<file path="src/rtl/core/tws_pkg.sv">
// ----------------------------------------------------------------------------
// tws_pkg
// Shared codes and control/status types for the two-way substring search.
// ----------------------------------------------------------------------------
package tws_pkg;

    // input item actions
    localparam logic [1:0] ACT_NEEDLE = 2'd0;
    localparam logic [1:0] ACT_TEXT   = 2'd1;
    localparam logic [1:0] ACT_SEARCH = 2'd2;

    // datapath operations
    localparam logic [4:0] OP_IDLE    = 5'd0;
    localparam logic [4:0] OP_LOAD    = 5'd1;
    localparam logic [4:0] OP_MS_INIT = 5'd2;
    localparam logic [4:0] OP_MS_RD   = 5'd3;
    localparam logic [4:0] OP_MS_UPD  = 5'd4;
    localparam logic [4:0] OP_MS_END  = 5'd5;
    localparam logic [4:0] OP_PR_RD   = 5'd6;
    localparam logic [4:0] OP_PR_NEXT = 5'd7;
    localparam logic [4:0] OP_M_INIT  = 5'd8;
    localparam logic [4:0] OP_M_START = 5'd9;
    localparam logic [4:0] OP_R_RD    = 5'd10;
    localparam logic [4:0] OP_R_NEXT  = 5'd11;
    localparam logic [4:0] OP_R_MISS  = 5'd12;
    localparam logic [4:0] OP_L_INIT  = 5'd13;
    localparam logic [4:0] OP_L_RD    = 5'd14;
    localparam logic [4:0] OP_L_NEXT  = 5'd15;
    localparam logic [4:0] OP_L_MISS  = 5'd16;
    localparam logic [4:0] OP_FIN     = 5'd17;

    // result kinds
    localparam logic [1:0] KIND_NONE  = 2'd0;
    localparam logic [1:0] KIND_FOUND = 2'd1;
    localparam logic [1:0] KIND_EMPTY = 2'd2;

    typedef struct packed {
        logic [4:0] op;
        logic       less;
        logic       periodic;
        logic [1:0] kind;
    } cmd_t;

    typedef struct packed {
        logic empty;
        logic short_text;
        logic ms_more;
        logic pr_done;
        logic pr_bound;
        logic a_eq;
        logic m_more;
        logic r_more;
        logic l_more;
        logic t_eq;
    } status_t;

endpackage

</file>
<file path="src/rtl/core/tws_ctrl.sv">
// ----------------------------------------------------------------------------
// tws_ctrl
// Controller: sequences loading, factorization, repeat check and matching.
// ----------------------------------------------------------------------------
module tws_ctrl (
    input  logic             clk,
    input  logic             rst_n,
    input  logic             in_valid,
    output logic             in_ready,
    input  logic [1:0]       action,
    output logic             out_valid,
    input  logic             out_ready,
    input  tws_pkg::status_t status,
    output tws_pkg::cmd_t    cmd
);
    import tws_pkg::*;

    localparam logic [3:0] S_IDLE    = 4'd0;
    localparam logic [3:0] S_MS_CHK  = 4'd1;
    localparam logic [3:0] S_MS_EVAL = 4'd2;
    localparam logic [3:0] S_PR_CHK  = 4'd3;
    localparam logic [3:0] S_PR_EVAL = 4'd4;
    localparam logic [3:0] S_M_CHK   = 4'd5;
    localparam logic [3:0] S_R_CHK   = 4'd6;
    localparam logic [3:0] S_R_EVAL  = 4'd7;
    localparam logic [3:0] S_L_CHK   = 4'd8;
    localparam logic [3:0] S_L_EVAL  = 4'd9;
    localparam logic [3:0] S_FIN     = 4'd10;

    logic [3:0] state_reg, state_next;
    logic       pass_reg, pass_next;
    logic [1:0] kind_reg, kind_next;
    logic       ovalid_reg, ovalid_next;
    logic       accept;

    assign in_ready  = (state_reg == S_IDLE);
    assign accept    = in_valid && in_ready;
    assign out_valid = ovalid_reg;

    // next state and command
    always_comb
    begin
        state_next   = state_reg;
        pass_next    = pass_reg;
        kind_next    = kind_reg;
        ovalid_next  = ovalid_reg && !out_ready;
        cmd.op       = OP_IDLE;
        cmd.less     = pass_reg;
        cmd.periodic = 1'b0;
        cmd.kind     = kind_reg;
        unique case (state_reg)
            S_IDLE:
            begin
                if (accept)
                begin
                    if (action != ACT_SEARCH)
                    begin
                        cmd.op = OP_LOAD;
                    end
                    else if (status.empty)
                    begin
                        kind_next  = KIND_EMPTY;
                        state_next = S_FIN;
                    end
                    else if (status.short_text)
                    begin
                        kind_next  = KIND_NONE;
                        state_next = S_FIN;
                    end
                    else
                    begin
                        cmd.op     = OP_MS_INIT;
                        pass_next  = 1'b1;
                        state_next = S_MS_CHK;
                    end
                end
            end
            S_MS_CHK:
            begin
                if (status.ms_more)
                begin
                    cmd.op     = OP_MS_RD;
                    state_next = S_MS_EVAL;
                end
                else
                begin
                    cmd.op = OP_MS_END;
                    if (pass_reg)
                    begin
                        pass_next = 1'b0;
                    end
                    else
                    begin
                        state_next = S_PR_CHK;
                    end
                end
            end
            S_MS_EVAL:
            begin
                cmd.op     = OP_MS_UPD;
                state_next = S_MS_CHK;
            end
            S_PR_CHK:
            begin
                priority if (status.pr_done)
                begin
                    cmd.op       = OP_M_INIT;
                    cmd.periodic = 1'b1;
                    state_next   = S_M_CHK;
                end
                else if (status.pr_bound)
                begin
                    cmd.op     = OP_M_INIT;
                    state_next = S_M_CHK;
                end
                else
                begin
                    cmd.op     = OP_PR_RD;
                    state_next = S_PR_EVAL;
                end
            end
            S_PR_EVAL:
            begin
                if (status.a_eq)
                begin
                    cmd.op     = OP_PR_NEXT;
                    state_next = S_PR_CHK;
                end
                else
                begin
                    cmd.op     = OP_M_INIT;
                    state_next = S_M_CHK;
                end
            end
            S_M_CHK:
            begin
                if (status.m_more)
                begin
                    cmd.op     = OP_M_START;
                    state_next = S_R_CHK;
                end
                else
                begin
                    kind_next  = KIND_NONE;
                    state_next = S_FIN;
                end
            end
            S_R_CHK:
            begin
                if (status.r_more)
                begin
                    cmd.op     = OP_R_RD;
                    state_next = S_R_EVAL;
                end
                else
                begin
                    cmd.op     = OP_L_INIT;
                    state_next = S_L_CHK;
                end
            end
            S_R_EVAL:
            begin
                if (status.t_eq)
                begin
                    cmd.op     = OP_R_NEXT;
                    state_next = S_R_CHK;
                end
                else
                begin
                    cmd.op     = OP_R_MISS;
                    state_next = S_M_CHK;
                end
            end
            S_L_CHK:
            begin
                if (status.l_more)
                begin
                    cmd.op     = OP_L_RD;
                    state_next = S_L_EVAL;
                end
                else
                begin
                    kind_next  = KIND_FOUND;
                    state_next = S_FIN;
                end
            end
            S_L_EVAL:
            begin
                if (status.t_eq)
                begin
                    cmd.op     = OP_L_NEXT;
                    state_next = S_L_CHK;
                end
                else
                begin
                    cmd.op     = OP_L_MISS;
                    state_next = S_M_CHK;
                end
            end
            S_FIN:
            begin
                // hold until the result register is free
                if (!ovalid_reg || out_ready)
                begin
                    cmd.op      = OP_FIN;
                    ovalid_next = 1'b1;
                    state_next  = S_IDLE;
                end
            end
            default:
            begin
                state_next = S_IDLE;
            end
        endcase
    end

    always_ff @(posedge clk or negedge rst_n)
    begin
        if (!rst_n)
        begin
            state_reg  <= S_IDLE;
            pass_reg   <= 1'b0;
            kind_reg   <= KIND_NONE;
            ovalid_reg <= 1'b0;
        end
        else
        begin
            state_reg  <= state_next;
            pass_reg   <= pass_next;
            kind_reg   <= kind_next;
            ovalid_reg <= ovalid_next;
        end
    end

endmodule

</file>
<file path="config.mk">
export PLATFORM = sky130hd
export DESIGN_NAME = tws_ctrl
export DESIGN_NICKNAME = d
export VERILOG_FILES = /design/src/rtl/core/tws_pkg.sv /design/src/rtl/core/tws_ctrl.sv
export SDC_FILE = /design/constraint.sdc
export NUM_CORES = 1
export LEC_CHECK = 0
export BUFFER_PORTS_ARGS = -buffer_cell sky130_fd_sc_hd__buf_2
export CAP_MARGIN = 20
export CORE_UTILIZATION = 53
export DETAILED_ROUTE_END_ITERATION = 10
export PLACE_DENSITY = 0.83
export SYNTH_ARGS = -nofsm -noshare
export SYNTH_HDL_FRONTEND = slang
export SYNTH_SLANG_ARGS = --single-unit
</file>
<file path="constraint.sdc">
create_clock -name clk -period 2.4 [get_ports clk]
set_clock_uncertainty 0.05 [all_clocks]
set_input_delay 0.24 -clock clk [delete_from_list [all_inputs] [get_ports clk]]
set_output_delay 0.24 -clock clk [all_outputs]
set_load 0.01 [all_outputs]
</file>
Word-level counts from Yosys, hierarchy flattened
Index checks and enable logic that the tools add are counted.
{"block": "totals", "mem_count": 0, "input_bits": 16, "ram_bits": 0, "word_cells": 84, "latch_bits": 0, "ff_bits": 8, "rom_bits": 0, "out_inout_bits": 11}
{"block": "op_classes", "add_sub_neg": 0, "muxes": 48, "n_lt_le_gt_ge": 0, "div": 0, "shift": 0, "reduce_logical": 11, "eq_ne": 21, "mul": 0, "bitwise_logic": 0}
{"op": "$mux W4", "count": 15}
{"op": "$pmux W5 S11", "count": 1}
{"op": "$pmux W4 S11", "count": 1}
{"op": "$mux W2", "count": 12}
{"op": "$eq A4 B3 Y1 const B", "count": 4}
{"op": "$ne A2 B2 Y1 const B", "count": 8}
{"op": "$eq A4 B4 Y1 const B", "count": 3}
{"op": "$mux W3", "count": 4}
{"op": "$reduce_and A6 Y1", "count": 2}
{"op": "$mux W1", "count": 11}
{"op": "$mux W5", "count": 2}
{"op": "$eq A4 B2 Y1 const B", "count": 2}
{"op": "$pmux W2 S3", "count": 1}
{"op": "$eq A4 B1 Y1 const B", "count": 1}
{"op": "$logic_not A4 Y1", "count": 1}
{"op": "$reduce_and A4 Y1", "count": 1}
{"op": "$ne A3 B1 Y1 const B", "count": 1}
{"op": "$ne A3 B3 Y1 const B", "count": 1}
{"op": "$reduce_bool A3 Y1", "count": 1}
{"op": "$logic_and A1 B1 Y1", "count": 2}
{"op": "$logic_not A1 Y1", "count": 2}
{"op": "$ne A2 B1 Y1 const B", "count": 1}
{"op": "$pmux W1 S2", "count": 1}
{"op": "$reduce_bool A2 Y1", "count": 1}
{"op": "$logic_or A1 B1 Y1", "count": 1}

Depth between registers and ports, before layout
Gate-level depths: netlist of the first run.
{"block": "logic_depth", "word_depth": 5, "depth_mapped": 7, "ltp_nobuf": 5}

Least setup slack after synthesis of the first run
Ideal clock, no wire load.
{"block": "synth_path", "path_kind": "reg-to-output", "startpoint": "register state_reg[3]", "endpoint": "output cmd[5] in the netlist's numbering", "slack_ps": 676, "required_ps": 2110, "arrival_ps": 1434, "path_stages_with_launch": 5, "n_path_buf": 1, "cell_sequence": "dfrtp_1 > buf_6 > or4_4 > nor4_2 > or4_1"}
{"element": "start: declaration", "line_no": "tws_ctrl.sv:30", "text": "logic [3:0] state_reg, state_next;"}
{"element": "start signal: assignment", "line_no": "tws_ctrl.sv:228", "text": "state_reg <= state_next;"}
{"element": "end: declaration", "line_no": "tws_ctrl.sv:14", "text": "output tws_pkg::cmd_t cmd"}

==> results of run 1 <==
synth_stat cells, types with 3 or more instances:
master    instances
dfrtp_1           8
nor2b_1           6
o21ai_1           4
nand2b_1          4
a21oi_1           7
nand2_1          16
nand3_1           5
o31ai_1           3
nand3b_1          4
buf_2             6
o21ai_0           7
nor2_1            9
cell families (layout without fill, tap and decap cells):
logic type	Yosys count	in the layout
AO/OA/AOI/OAI	35	35
flip-flops	8	8
buffers and inverters	12	35
AND/OR/NAND/NOR	61	61
layer usage:
layer | vias to the layer above | routed length, um | share of wire | GRT usage
met5 | - | 0 | 0 | 0
met4 | 0 | 15 | 0.0065 | 0.06452
met3 | 2 | 238 | 0.10 | 0.06087
met2 | 61 | 1139 | 0.50 | 0.4750
met1 | 464 | 907 | 0.39 | 0.3649
li1 | 477 | - | - | -
metrics by stage:
step,worst slack (ps),cells
2_1_floorplan,676.2,116
3_3_place_gp,310.2,150
3_5_place_dp,282.7,150
4_1_cts,29.77,154
5_1_grt,2.749,154
6_report,92.35,154
path summary, 6_finish.rpt:
path / from / endpoint / slack (ps) / cells past startpoint
max: state_reg[2] / cmd[5] / 90 / 4
min: status[1] / kind_reg[0] / 150 / 2
max reg2reg: state_reg[2] / kind_reg[1] / 570 / 5
min reg2reg: kind_reg[0] / kind_reg[0] / 430 / 2
max in group asynchronous: rst_n / state_reg[1] / 1810 / 2
min in group asynchronous: rst_n / pass_reg / 300 / 2
power by group:
group	leakage (nW)	internal (W)	switching, W
Sequential	0.102	0.000196	0.000152
Clock	0.0138	0.0000571	0.0000447
Combinational	0.318	0.000331	0.000414
worst reg2reg max path: cells and delay by family (launching register included):
kind            cells  cell delay (ps)
compound gates      3              550
flops               1              650
simple gates        2              510
layout make-up:
cell class                      count  share of cell area
Clock buffer                        3             0.02305
Inverter                            3             0.01152
Multi-Input combinational cell     96              0.5800
Sequential cell                     8              0.2074
Tap cell                           15             0.01921
Timing Repair Buffer               29              0.1588
what timing repair did:
action,CTS,global route
resized for setup,1,2
endpoints found under the setup margin,1,3
hold buffers,1,0
endpoints found under the hold margin,8,0
==> results.py, run 1 <==
metrics = {
    "outcome": {
        "outcome": "finished, final reports clean",
    },
    "floorplan": {
        "std_cell_rows": 13,
        "die_h_um": 41.53,
        "io_pins": 27,
        "core-area_mm2": 0.001383,
        "initial_core_util": 0.5991,
        "dieArea_mm2": 0.001725,
        "die_width_um": 41.53,
    },
    "global_route": {
        "antenna_found_initial": 0,
        "grt_pass1_vias": 907,
        "grt_pass1_wl_um": 3850,
        "grt_max_degree": 22,
        "grt_use_total": 0.2814,
        "grt_overflow": 0,
    },
    "final_layout": {
        "final_common_cell": "buf_2",
        "layout_common_cells": "buf_2 (26), nand2_1 (16), nor2_1 (9), o21ai_0 (7), a21oi_1 (7)",
        "largest_reg_flops": 4,
        "regArea_um2": 202.7,
        "multi_input_area_um2": 566.8,
        "fillers": 126,
        "postLayoutCellArea_um2": 977.2,
        "diodes": 0,
        "area_growth_pct": 17.98,
        "final_core_util": 0.7068,
        "drive_gt1_frac": 0.2950,
        "layout.nets": 157,
    },
    "logic_synthesis": {
        "syn_area_per_cell_um2": 7.140,
        "muxShareOfSynthArea": 0,
        "synthXorXnorAreaFrac": 0,
        "ys_types": 40,
        "netlist_instances": 116,
        "synthTopCellsByArea": "dfrtp_1 (24%), nand2_1 (7.3%), nor2b_1 (4.5%)",
        "synthSimpleGateAreaFrac": 0.4169,
        "syn-num-nets": 132,
        "synth-seq-area-share": 0.2417,
        "ys_warn_count": 0,
        "synth_compound_area_frac": 0.2644,
        "synth_top_family_by_area": "simple AND/OR/NAND/NOR gates",
        "syn_area_um2": 828.3,
        "synth_top_area_frac": 0.2417,
        "synth_edf_count": 0,
        "synthArstFlopShare": 1.000,
        "synthAdderAreaFrac": 0,
        "synth-seq-cells": 8,
        "yosys.area.top_type": "dfrtp_1",
        "yosys_most_used_dff": "dfrtp_1",
    },
    "placed_design": {
        "gp_congestion": 0.8569,
        "portBuffers": 26,
        "placed_cell_area_um2": 939.7,
        "dp_hpwl_um": 1767,
    },
    "setup_path": {
        "slowest_delay_ps": 610,
        "path_delay_family": "simple AND/OR/NAND/NOR gates",
        "required_ps": 2110,
        "cp_cell_sequence": "or4_4 -> nor4_2 -> or4_1 -> buf_2",
        "critical_path.max_fanout": 16,
        "crit_buf_inv": 1,
        "crit_path_end_kind": "output pin",
        "worst_path_max_delay_cell": "or4_4",
        "critPathKind": "flip-flop to output pin",
        "cp.arrival_ps": 2020,
        "start_kind": "flip-flop",
    },
    "sta": {
        "setup-violations-final": 0,
        "finalCriticalPeriod_ps": 2308,
        "rsz0062_at_grt": "false",
        "final-hold-violation-count": 0,
        "fmax_mhz": 433.3,
        "fin_hold_ws_ps": 154.4,
        "period_share": 0.9615,
        "finalSetupTns_ps": 0,
        "worstMarginPinSlew_ps": 531.8,
        "slew_violations": 0,
        "max_slew_margin": 0.6363,
    },
    "clock_network": {
        "clk_path_buf_depth": 2,
        "cts_tree": "done",
        "root_buffer": "clkbuf_4",
        "path_clk_slew_ps": 50,
        "cts_max_level": 1,
        "clock_latency_ps": 260,
        "clock-sinks": 8,
        "cts_setup_buffers": 0,
        "numCtsBuffers": 3,
    },
    "route": {
        "via_count": 1004,
        "wire_per_inst_um": 14.94,
        "drt_wl_total_um": 2300,
        "drc_errors": 0,
        "drtPass1Iterations": 4,
        "routed_via_density": 6.519,
        "drt-initial-drc-count": 54,
        "detail-route-antenna-nets": 0,
    },
    "hold_path": {
        "hp-class": "input port to flip-flop",
    },
    "flow_run": {
        "max_cap_violations": 0,
    },
    "power_and_ir_drop": {
        "peakVddDrop_mv": 0.9409,
        "power.leakage_nw": 0.4338,
        "total_power_w": 0.001195,
        "power.density_mw_per_mm2": 1223,
    },
}
No activity file was read; power rests on OpenSTA's default activity.
==> run 2: changes to the inputs <==
- CELL_PAD_IN_SITES_DETAIL_PLACEMENT: not set -> 0
- CELL_PAD_IN_SITES_GLOBAL_PLACEMENT: not set -> 1
- CORE_UTILIZATION: 53 -> 37
- PLACE_DENSITY: 0.83 -> not set
- PLACE_DENSITY_LB_ADDON: not set -> 0.1
==> results.py, run 2 (synthesized netlist as in run 1, its figures left out) <==
metrics = {
    "outcome": {
        "outcome": "finished, final reports clean",
    },
    "sta": {
        "finalSetupTns_ps": 0,
        "final-hold-violation-count": 0,
        "fin_hold_ws_ps": 170.2,
        "max_slew_margin": 0.5348,
        "fmax_mhz": 437.7,
        "finalCriticalPeriod_ps": 2285,
        "worstMarginPinSlew_ps": 680.2,
        "rsz0062_at_grt": "false",
        "slew_violations": 0,
        "setup-violations-final": 0,
        "period_share": 0.9520,
    },
    "clock_network": {
        "cts_tree": "done",
        "path_clk_slew_ps": 50,
        "clock_latency_ps": 250,
        "clock-sinks": 8,
        "root_buffer": "clkbuf_4",
        "numCtsBuffers": 3,
        "clk_path_buf_depth": 2,
        "cts_max_level": 1,
    },
    "setup_path": {
        "slowest_delay_ps": 590,
        "critPathKind": "flip-flop to output pin",
        "cp.arrival_ps": 1990,
        "r2r_cells": 6,
        "rr_startpoint": "state_reg[2]",
        "cp_cell_sequence": "nor2b_2 -> nand2_1 -> o22ai_1 -> or4_1 -> buf_2",
        "worstReg2RegEnd": "kind_reg[1]",
        "cp-endpoint": "cmd[4]",
        "crit_cells": 5,
        "required_ps": 2110,
        "crit_buf_inv": 1,
        "critical_path.max_fanout": 13,
        "path_delay_family": "simple AND/OR/NAND/NOR gates",
        "start_kind": "flip-flop",
        "startpoint": "state_reg[2]",
        "rrSetupSlack_ps": 620,
        "worst_path_max_delay_cell": "dfrtp_1",
        "crit_path_end_kind": "output pin",
    },
    "global_route": {
        "grt_pass1_vias": 897,
        "grt_overflow": 0,
        "antenna_found_initial": 0,
        "grt_max_degree": 22,
        "grt_pass1_wl_um": 4188,
        "grt_use_total": 0.2261,
    },
    "placed_design": {
        "gp_congestion": 0.8856,
        "placed_cell_area_um2": 962.2,
        "portBuffers": 26,
        "dp_hpwl_um": 1872,
    },
    "flow_run": {
        "max_cap_violations": 0,
    },
    "final_layout": {
        "largest_reg_flops": 4,
        "final_core_util": 0.4902,
        "layout.nets": 158,
        "fillers": 225,
        "regArea_um2": 203.9,
        "multi_input_area_um2": 566.8,
        "final_common_cell": "buf_2",
        "layout_common_cells": "buf_2 (26), nand2_1 (16), nor2_1 (9), o21ai_0 (7), a21oi_1 (7)",
        "diodes": 0,
        "drive_gt1_frac": 0.3071,
        "area_growth_pct": 20.85,
        "postLayoutCellArea_mm2": 0.001001,
    },
    "route": {
        "drt_wl_total_um": 2428,
        "wire_per_inst_um": 14.54,
        "detail-route-antenna-nets": 0,
        "drtPass1Iterations": 4,
        "drc_errors": 0,
        "via_count": 977,
        "drt-initial-drc-count": 31,
        "routed_via_density": 5.850,
    },
    "floorplan": {
        "io_pins": 27,
        "initial_core_util": 0.4056,
        "die_width_um": 49.32,
        "core-area_mm2": 0.002042,
        "std_cell_rows": 16,
        "dieArea_mm2": 0.002432,
        "die_h_um": 49.32,
    },
    "hold_path": {
        "hp-class": "input port to flip-flop",
        "hold-path-cell-count": 2,
    },
    "power_and_ir_drop": {
        "power.density_mw_per_mm2": 1208,
        "peakVddDrop_mv": 0.6504,
        "power.leakage_nw": 0.4376,
        "total_power_w": 0.001210,
    },
}
run 2: cell count changes in the layout (fill, tap and decap cells not counted), sizes merged:
cell and delta:
buf +1
run 2: worst min-delay path by stage:
stage	end	slack, ps	startpoint
after floorplan	kind_reg[0]	-110	rst_n
after global placement	out_valid	40	rst_n
after detailed placement	out_valid	50	rst_n
after CTS	kind_reg[0]	160	status[1]
after global routing	kind_reg[0]	180	status[1]
final	kind_reg[0]	170	status[1]
run 2: routing by layer:
layer / vias to the layer above / global-route usage / wire, um
li1: 479 / - / -
met1: 456 / 0.2925 / 1076
met2: 40 / 0.3699 / 1182
met3: 2 / 0.05607 / 153
met4: 0 / 0.05882 / 14
met5: - / 0 / 0
run 2: power breakdown:
group	total, W	internal [W]	switching [W]	leakage, nW
registers	0.000340	0.000198	0.000142	0.101
clock network	0.000102	0.0000572	0.0000446	0.0138
logic	0.000768	0.000340	0.000428	0.323
run 2: cell type report:
cell class                 count  area share
multi-input combinational     96      0.5663
sequential                     8      0.2038
timing repair buffer          30      0.1625
tap                           27     0.03375
clock buffer                   3     0.02250
inverter                       3     0.01125
run 2: stage by stage:
| stage | worst slack, ps | std cells |
|---|---|---|
| floorplan | 676.2 | 116 |
| global placement | 239.7 | 163 |
| detailed placement | 248.2 | 163 |
| CTS | 53.72 | 167 |
| global route | 3.799 | 167 |
| finish | 115.3 | 167 |
run 2: timing repair:
item / CTS / global route
setup endpoints to repair: 2 / 3
gates resized for setup: 1 / 3
pin swaps: 0 / 0
hold buffers: 1 / 0
hold endpoints to repair: 8 / 0
setup buffers: 0 / 0
